### config.mk
export PLATFORM = sky130hd
export DESIGN_NAME = first_match_five_tuple_classifier
export DESIGN_NICKNAME = d
export VERILOG_FILES = /design/src/rtl/fmc_pkg.sv /design/src/rtl/fmc_rule_store.sv /design/src/rtl/first_match_five_tuple_classifier.sv
export SDC_FILE = /design/constraint.sdc
export NUM_CORES = 2
export LEC_CHECK = 0
export BUFFER_PORTS_ARGS = -buffer_cell sky130_fd_sc_hd__buf_2
export CAP_MARGIN = 15
export CORE_MARGIN = 2
export CORE_UTILIZATION = 56
export CTS_CLUSTER_SIZE = 12
export DETAILED_ROUTE_END_ITERATION = 10
export PLACE_DENSITY = 0.75
export SYNTH_ARGS = -nofsm -noshare
export SYNTH_HDL_FRONTEND = slang
export SYNTH_HIERARCHICAL = 1
export SYNTH_SLANG_ARGS = --single-unit
### constraint.sdc
create_clock -name clk -period 10.1 [get_ports clk]
set_clock_uncertainty 0.1 [all_clocks]
set_input_delay 1.01 -clock clk [delete_from_list [all_inputs] [get_ports clk]]
set_output_delay 1.01 -clock clk [all_outputs]
set_load 0.02 [all_outputs]
### src/rtl/fmc_pkg.sv
`default_nettype none
// ----------------------------------------------------------------------------
// fmc_pkg
// Shared types, codes and helper functions of the five-tuple classifier.
// ----------------------------------------------------------------------------
package fmc_pkg;

  localparam logic FUNC_CLASSIFY = 1'b0;
  localparam logic FUNC_APPEND   = 1'b1;

  localparam logic [1:0] STATUS_OK      = 2'd0;
  localparam logic [1:0] STATUS_FULL    = 2'd1;
  localparam logic [1:0] STATUS_UNKNOWN = 2'd2;

  localparam logic [3:0] CLASS_UNKNOWN = 4'd15;

  localparam logic [7:0] PROTO_TCP = 8'd6;
  localparam logic [7:0] PROTO_UDP = 8'd17;

  localparam logic [2:0] OCTETS_ALL = 3'd4;

  typedef enum logic [1:0] {
    S_IDLE,
    S_SCAN,
    S_FIN
  } state_t;

  typedef struct packed {
    logic [31:0] src_addr;
    logic [2:0]  src_octets;
    logic [31:0] dst_addr;
    logic [2:0]  dst_octets;
    logic [15:0] src_port;
    logic [15:0] dst_port;
    logic        src_port_any;
    logic        dst_port_any;
    logic [7:0]  protocol;
    logic        protocol_any;
    logic [7:0]  codepoint;
  } rule_t;

  function automatic logic [7:0] phb_codepoint(input logic [3:0] cls);
    logic [7:0] cp;
    unique case (cls)
      4'd0:    cp = 8'd0;
      4'd1:    cp = 8'd184;
      4'd2:    cp = 8'd40;
      4'd3:    cp = 8'd48;
      4'd4:    cp = 8'd56;
      4'd5:    cp = 8'd72;
      4'd6:    cp = 8'd80;
      4'd7:    cp = 8'd88;
      4'd8:    cp = 8'd104;
      4'd9:    cp = 8'd112;
      4'd10:   cp = 8'd120;
      4'd11:   cp = 8'd136;
      4'd12:   cp = 8'd144;
      4'd13:   cp = 8'd152;
      4'd14:   cp = 8'd224;
      default: cp = 8'd0;
    endcase
    return cp;
  endfunction

  function automatic logic [2:0] sat_octets(input logic [2:0] octets);
    return (octets > OCTETS_ALL) ? OCTETS_ALL : octets;
  endfunction

  function automatic logic [31:0] octet_mask(input logic [2:0] octets);
    logic [31:0] m;
    unique case (octets)
      3'd0:    m = 32'h0000_0000;
      3'd1:    m = 32'hFF00_0000;
      3'd2:    m = 32'hFFFF_0000;
      3'd3:    m = 32'hFFFF_FF00;
      default: m = 32'hFFFF_FFFF;
    endcase
    return m;
  endfunction

  function automatic logic rule_match(input rule_t r, input logic [31:0] sip,
                                      input logic [31:0] dip, input logic [15:0] sp,
                                      input logic [15:0] dp, input logic [7:0] pr);
    logic src_ok;
    logic dst_ok;
    logic sp_ok;
    logic dp_ok;
    logic pr_ok;
    src_ok = ((r.src_addr ^ sip) & octet_mask(r.src_octets)) == 32'd0;
    dst_ok = ((r.dst_addr ^ dip) & octet_mask(r.dst_octets)) == 32'd0;
    sp_ok  = r.src_port_any || (r.src_port == sp);
    dp_ok  = r.dst_port_any || (r.dst_port == dp);
    pr_ok  = r.protocol_any || (r.protocol == pr);
    return src_ok && dst_ok && sp_ok && dp_ok && pr_ok;
  endfunction

endpackage
`default_nettype wire

### src/rtl/fmc_rule_store.sv
`default_nettype none
// ----------------------------------------------------------------------------
// fmc_rule_store
// Rule table memory with one write port and one registered read port.
// ----------------------------------------------------------------------------
module fmc_rule_store #(
  parameter int DEPTH = 16,
  parameter int AW    = 4
) (
  input  wire logic            clk,
  input  wire logic            wr_en,
  input  wire logic [AW-1:0]   wr_addr,
  input  wire fmc_pkg::rule_t  wr_data,
  input  wire logic            rd_en,
  input  wire logic [AW-1:0]   rd_addr,
  output fmc_pkg::rule_t       rd_data
);

  fmc_pkg::rule_t mem [DEPTH];

  always_ff @(posedge clk) begin
    if (wr_en) begin
      mem[wr_addr] <= wr_data;
    end
  end

  always_ff @(posedge clk) begin
    if (rd_en) begin
      rd_data <= mem[rd_addr];
    end
  end

endmodule
`default_nettype wire

### src/rtl/first_match_five_tuple_classifier.sv
`default_nettype none
// ----------------------------------------------------------------------------
// first_match_five_tuple_classifier
// Ordered DiffServ rule table with first-match five-tuple lookup.
// ----------------------------------------------------------------------------
// An append item stores one rule at the end of the table in a single write, unless
// the table is full, and its result goes to the output register from the finish
// state. A classify item reads the rule memory one rule per cycle in insertion
// order through its single read port and stops at the first hit; a miss reads
// every rule held before its result goes to the output register.
// One item is worked on at a time; a finished result waits in the output
// register while the next item is accepted.
module first_match_five_tuple_classifier #(
  parameter int RULES = 16
) (
  input  wire logic        clk,
  input  wire logic        rst,
  input  wire logic        in_valid,
  output logic             in_ready,
  input  wire logic        func,
  input  wire logic [31:0] src_ip,
  input  wire logic [31:0] dst_ip,
  input  wire logic [15:0] src_port,
  input  wire logic [15:0] dst_port,
  input  wire logic [7:0]  protocol,
  input  wire logic [2:0]  src_octets,
  input  wire logic [2:0]  dst_octets,
  input  wire logic        src_port_any,
  input  wire logic        dst_port_any,
  input  wire logic        protocol_any,
  input  wire logic [3:0]  phb_class,
  output logic             out_valid,
  input  wire logic        out_ready,
  output logic             hit,
  output logic [3:0]       rule_index,
  output logic [7:0]       codepoint,
  output logic [4:0]       rules_held,
  output logic [1:0]       status
);

  localparam int IW = (RULES > 1) ? $clog2(RULES) : 1;
  localparam int TW = $clog2(RULES + 1);

  fmc_pkg::state_t state;
  fmc_pkg::state_t state_next;

  logic [TW-1:0] total;
  logic [TW-1:0] iss;
  logic          cv;
  logic [IW-1:0] ci;

  logic [31:0] h_sip;
  logic [31:0] h_dip;
  logic [15:0] h_sp;
  logic [15:0] h_dp;
  logic [7:0]  h_pr;

  logic          res_hit;
  logic [IW-1:0] res_idx;
  logic [7:0]    res_cp;
  logic [1:0]    res_status;

  logic           accept;
  logic           full;
  logic           wr_en;
  logic           rd_en;
  logic           match;
  logic           scan_hit;
  logic           scan_done;
  logic           fin_load;
  logic           port_proto;
  fmc_pkg::rule_t wr_data;
  fmc_pkg::rule_t rd_data;

  assign full       = (total == TW'(RULES));
  assign accept     = in_valid && in_ready;
  assign wr_en      = accept && (func == fmc_pkg::FUNC_APPEND) && !full;
  assign rd_en      = (state == fmc_pkg::S_SCAN) && (iss != total);
  assign match      = fmc_pkg::rule_match(rd_data, h_sip, h_dip, h_sp, h_dp, h_pr);
  assign scan_hit   = (state == fmc_pkg::S_SCAN) && cv && match;
  assign scan_done  = (state == fmc_pkg::S_SCAN) && (iss == total);
  assign fin_load   = (state == fmc_pkg::S_FIN) && (!out_valid || out_ready);
  assign port_proto = (protocol == fmc_pkg::PROTO_TCP) || (protocol == fmc_pkg::PROTO_UDP);

  always_comb begin
    wr_data.src_addr     = src_ip;
    wr_data.src_octets   = fmc_pkg::sat_octets(src_octets);
    wr_data.dst_addr     = dst_ip;
    wr_data.dst_octets   = fmc_pkg::sat_octets(dst_octets);
    wr_data.src_port     = src_port;
    wr_data.dst_port     = dst_port;
    wr_data.src_port_any = src_port_any;
    wr_data.dst_port_any = dst_port_any;
    wr_data.protocol     = protocol;
    wr_data.protocol_any = protocol_any;
    wr_data.codepoint    = fmc_pkg::phb_codepoint(phb_class);
  end

  fmc_rule_store #(
    .DEPTH (RULES),
    .AW    (IW)
  ) u_store (
    .clk     (clk),
    .wr_en   (wr_en),
    .wr_addr (total[IW-1:0]),
    .wr_data (wr_data),
    .rd_en   (rd_en),
    .rd_addr (iss[IW-1:0]),
    .rd_data (rd_data)
  );

  always_comb begin
    state_next = state;
    in_ready   = 1'b0;
    unique case (state)
      fmc_pkg::S_IDLE: begin
        in_ready = 1'b1;
        if (in_valid) begin
          state_next = (func == fmc_pkg::FUNC_APPEND) ? fmc_pkg::S_FIN : fmc_pkg::S_SCAN;
        end
      end
      fmc_pkg::S_SCAN: begin
        if (scan_hit || (scan_done && !cv) || (scan_done && cv && !match)) begin
          state_next = fmc_pkg::S_FIN;
        end
      end
      fmc_pkg::S_FIN: begin
        if (fin_load) begin
          state_next = fmc_pkg::S_IDLE;
        end
      end
      default: state_next = fmc_pkg::S_IDLE;
    endcase
  end

  always_ff @(posedge clk) begin
    if (rst) begin
      state     <= fmc_pkg::S_IDLE;
      total     <= '0;
      iss       <= '0;
      cv        <= 1'b0;
      out_valid <= 1'b0;
    end else begin
      state <= state_next;
      if (accept) begin
        iss <= '0;
        cv  <= 1'b0;
      end else if (state == fmc_pkg::S_SCAN) begin
        cv <= rd_en;
        if (rd_en) begin
          iss <= iss + TW'(1);
        end
      end
      if (wr_en) begin
        total <= total + TW'(1);
      end
      if (fin_load) begin
        out_valid <= 1'b1;
      end else if (out_ready) begin
        out_valid <= 1'b0;
      end
    end
  end

  always_ff @(posedge clk) begin
    if (accept) begin
      h_sip      <= src_ip;
      h_dip      <= dst_ip;
      h_sp       <= port_proto ? src_port : 16'd0;
      h_dp       <= port_proto ? dst_port : 16'd0;
      h_pr       <= protocol;
      res_hit    <= 1'b0;
      res_idx    <= '0;
      res_cp     <= 8'd0;
      if ((func == fmc_pkg::FUNC_APPEND) && full) begin
        res_status <= fmc_pkg::STATUS_FULL;
      end else if ((func == fmc_pkg::FUNC_APPEND)
                   && (phb_class == fmc_pkg::CLASS_UNKNOWN)) begin
        res_status <= fmc_pkg::STATUS_UNKNOWN;
      end else begin
        res_status <= fmc_pkg::STATUS_OK;
      end
    end
    if (state == fmc_pkg::S_SCAN) begin
      ci <= iss[IW-1:0];
    end
    if (scan_hit) begin
      res_hit <= 1'b1;
      res_idx <= ci;
      res_cp  <= rd_data.codepoint;
    end
    if (fin_load) begin
      hit        <= res_hit;
      rule_index <= 4'(res_idx);
      codepoint  <= res_cp;
      rules_held <= 5'(total);
      status     <= res_status;
    end
  end

endmodule
`default_nettype wire

==> impl_metrics.env <==
export IMPL_initial_core_utilization=0.562
export IMPL_timing_critical_path_arrival_ns=5.07
export IMPL_cpMaxStageDelayCell="sky130_fd_sc_hd__buf_4"
export IMPL_hpwlAfterDp_microns=77400
export IMPL_global_route_wire_length_before_repair_microns=257000
export IMPL_rsz_0062_raised_after_global_routing="false"
export IMPL_die_area_sq_um=151000
export IMPL_yosysWarnings=6
export IMPL_cts_inserted_buffers=211
export IMPL_number_of_antenna_violations_at_the_first_check_in_global_routing=30
export IMPL_core_area_sq_um=147000
export IMPL_cts_num_sinks=2214
export IMPL_timing_critical_path_from_type="flip-flop"
export IMPL_overflow=0
export IMPL_yosys_register_bits=2214
export IMPL_path_common_cell="sky130_fd_sc_hd__buf_4"
export IMPL_synthesis_area_per_instance_sq_um=23.3
export IMPL_cp_end_kind="flip-flop"
export IMPL_worstPathRequired_ns=10.44
export IMPL_die_height_microns=388
export IMPL_path_class="reg2reg"
export IMPL_synth_edff_count=2199
export IMPL_post_cts_resize_count=0
export IMPL_worst_r2r_endpoint="u_store/mem[8][69]"
export IMPL_synth_top_area_cell="sky130_fd_sc_hd__edfxtp_1"
export IMPL_synthesis_to_finish_area_growth_pct=11.0
export IMPL_io_pin_count=144
export IMPL_irDropWorstVdd_v=0.000176
export IMPL_nFillCells=9528
export IMPL_synthFlopType="sky130_fd_sc_hd__edfxtp_1"
export IMPL_drt_vias_per_instance=6.40
export IMPL_post_route_cells_drive_above_1_share=0.240
export IMPL_layout_cells_most_common="sky130_fd_sc_hd__edfxtp_1"
export IMPL_clk_path_buf_depth=3
export IMPL_clk_transition_reported_paths_ns=0.06
export IMPL_report_final_hold_viol_count=0
export IMPL_worstMarginPinSlew_ns=1.26
export IMPL_run_status="finished clean"
export IMPL_reg2reg_depth=9
export IMPL_post_cts_repair_setup_buffers=0
export IMPL_routed_wire_length_per_instance_microns=29.5
export IMPL_ys_async_sr_fraction=0
export IMPL_finalNetCount=3968
export IMPL_r2r_setup_slack_ns=5.37
export IMPL_timing_max_cap_violations=0
export IMPL_synth_top_area_frac=0.798
export IMPL_hp_class="reg2reg"
export IMPL_utilization=0.624
export IMPL_final_critical_delay_including_setup_and_external_delays_ns=4.73
export IMPL_totalWireLength_microns=173000
export IMPL_synth_top_cells_by_area="sky130_fd_sc_hd__edfxtp_1, sky130_fd_sc_hd__mux4_2, sky130_fd_sc_hd__a22oi_1"
export IMPL_layout_worst_path_cycle_share=0.468
export IMPL_final_hold_worst_slack_ns=0.318
export IMPL_detailedRoute_firstPassIterationCount=5
export IMPL_timing_setup_tns_ns=0
export IMPL_initialDrtViolationCount=4298
export IMPL_worst_slew_margin_rel=0.155
export IMPL_cellLeakagePower_nw=28.0
export IMPL_drc_errors=0
export IMPL_holdBufCountCts=0
export IMPL_final_max_slew_viol_count=0
export IMPL_detailroute_via_count=37600
export IMPL_die_width_microns=388
export IMPL_postRouteAntennaNets=0
export IMPL_mappedNetlistArea_sq_um=82700
export IMPL_ctsRootBufferMaster="sky130_fd_sc_hd__clkbuf_16"
export IMPL_crit_end="u_store/mem[8][69]"
export IMPL_most_frequent_cells_in_the_layout="sky130_fd_sc_hd__edfxtp_1, sky130_fd_sc_hd__mux4_2, sky130_fd_sc_hd__a22oi_1"
export IMPL_synth_cells=3553
export IMPL_io_buffers=143
export IMPL_grt_max_degree=132
export IMPL_maxClockFrequency_mhz=211
export IMPL_rows=141
export IMPL_regToRegStartpoint="total[0]"
export IMPL_grt_usage=0.233
export IMPL_worst_setup_path_startpoint="total[0]"
export IMPL_worst_path_max_fanout=47
export IMPL_finalInstanceArea_sq_um=91900
export IMPL_gp_routability_congestion=0.713
export IMPL_critical_path_max_stage_delay_ns=0.87
export IMPL_first_global_vias=39200
export IMPL_crit_chain="inv_1, ha_1, nand4bb_1, nand2_1, nor2_1, nand3b_1, nor3_4, buf_4, buf_4"
export IMPL_placement_cell_area_sq_um=86000
export IMPL_cellPowerDensity_nw_per_um2=192
export IMPL_synth_cell_types=44
export IMPL_clock_tree_from_tritoncts="done"
export IMPL_insertion_delay_ns=0.82
export IMPL_finalSetupViolations=0
export IMPL_cts_htree_levels=4
export IMPL_yosysSeqAreaShare=0.802
-- metrics by stage --
step | setup WS (ns) | cells | power (mW)
3_3_place_gp | 5.51 | 5553 | 10.8
6_report | 5.37 | 5877 | 17.6
2_1_floorplan | 2.32 | 3600 | 10.6
5_1_grt | 5.22 | 5871 | 18.1
4_1_cts | 5.40 | 5863 | 17.7
3_5_place_dp | 5.42 | 5553 | 10.8
-- cell families after synthesis --
kind of cell,Yosys count,share of synthesized area
AO/OA/AOI/OAI,264,0.0239
XOR/XNOR,117,0.0124
adder cells (fa/ha/maj),9,0.00136
buffers and inverters,179,0.0113
flip-flops,2214,0.802
multiplexers,490,0.133
other,1,0.0000453
AND/OR/NAND/NOR,279,0.0164
-- cell type report --
cell class / instances / area, sq um / share of cell area
Clock buffer: 274 / 5520 / 0.0601
Multi-Input combinational cell: 1207 / 15800 / 0.172
Timing Repair Buffer: 194 / 1360 / 0.0148
Sequential cell: 2214 / 66300 / 0.722
Antenna cell: 13 / 32.5 / 0.000354
Tap cell: 1930 / 2410 / 0.0263
Clock inverter: 36 / 348 / 0.00379
Inverter: 9 / 38.8 / 0.000422
-- synth_stat cells, types with 2 or more instances --
cell type and n:
sky130_fd_sc_hd__and2_2 3, sky130_fd_sc_hd__buf_6 20, sky130_fd_sc_hd__dfxtp_1 15, sky130_fd_sc_hd__nor2b_1 8, sky130_fd_sc_hd__nand2_1 128, sky130_fd_sc_hd__nand3b_1 3, sky130_fd_sc_hd__nor2_1 36, sky130_fd_sc_hd__nand3_1 2
sky130_fd_sc_hd__a22oi_1 242, sky130_fd_sc_hd__ha_1 9, sky130_fd_sc_hd__xnor2_1 92, sky130_fd_sc_hd__and2_1 43, sky130_fd_sc_hd__buf_4 23, sky130_fd_sc_hd__buf_1 46, sky130_fd_sc_hd__nand2b_1 6, sky130_fd_sc_hd__xor2_1 25
sky130_fd_sc_hd__edfxtp_1 2199, sky130_fd_sc_hd__a21oi_1 7, sky130_fd_sc_hd__nor4_1 10, sky130_fd_sc_hd__clkbuf_1 63, sky130_fd_sc_hd__mux4_2 486, sky130_fd_sc_hd__inv_1 9, sky130_fd_sc_hd__nor4bb_1 2, sky130_fd_sc_hd__mux2i_1 4
sky130_fd_sc_hd__nor3_1 8, sky130_fd_sc_hd__nand4_1 26, sky130_fd_sc_hd__o21ai_0 3, sky130_fd_sc_hd__o221ai_1 2, sky130_fd_sc_hd__buf_2 18
-- state kept, by name, indices dropped and copies added (netlist names) --
signal and flops:
u_store/mem 1936, u_store/rd_data 121, h_dip 32, h_sip 32
h_dp 16, h_sp 16, codepoint 8, h_pr 8
res_cp 8, iss 5, rules_held 5, total 5
ci 4, res_idx 4, rule_index 4, res_status 2
state 2, status 2, cv 1, hit 1
out_valid 1, res_hit 1
-- per-layer routing --
layer,GRT usage,wire (microns),vias to the layer above
met5,0,72,-
met4,0.0689,4090,12
met3,0.0429,14500,299
met2,0.386,87500,1768
met1,0.321,67100,20000
li1,-,-,15500
-- critical path: cells and delay by family (launching register included) --
family | cells | cell delay (ns)
buffers and inverters | 3 | 1.55
flip-flops | 1 | 0.80
AND/OR/NAND/NOR | 5 | 1.55
adder cells (fa/ha/maj) | 1 | 0.22
-- how the worst min path moves through the flow --
stage                from             to  slack [ns]  cells after the start
2_1_floorplan   res_cp[0]   codepoint[0]        0.30                      0
3_3_place_gp   res_idx[2]  rule_index[2]        0.30                      0
3_5_place_dp    res_cp[7]   codepoint[7]        0.30                      0
4_1_cts         res_cp[7]   codepoint[7]        0.32                      0
5_1_grt        res_idx[2]  rule_index[2]        0.33                      0
6_report        res_cp[7]   codepoint[7]        0.32                      0
-- power by group --
| part | leakage (nW) | internal (mW) | switching [mW] |
|---|---|---|---|
| clock | 2.84 | 3.82 | 3.16 |
| sequential | 20.0 | 10.2 | 0.0326 |
| combinational | 5.08 | 0.130 | 0.270 |
| total | 28.0 | 14.2 | 3.46 |
Note: power is estimated with default switching activity, not from simulation.
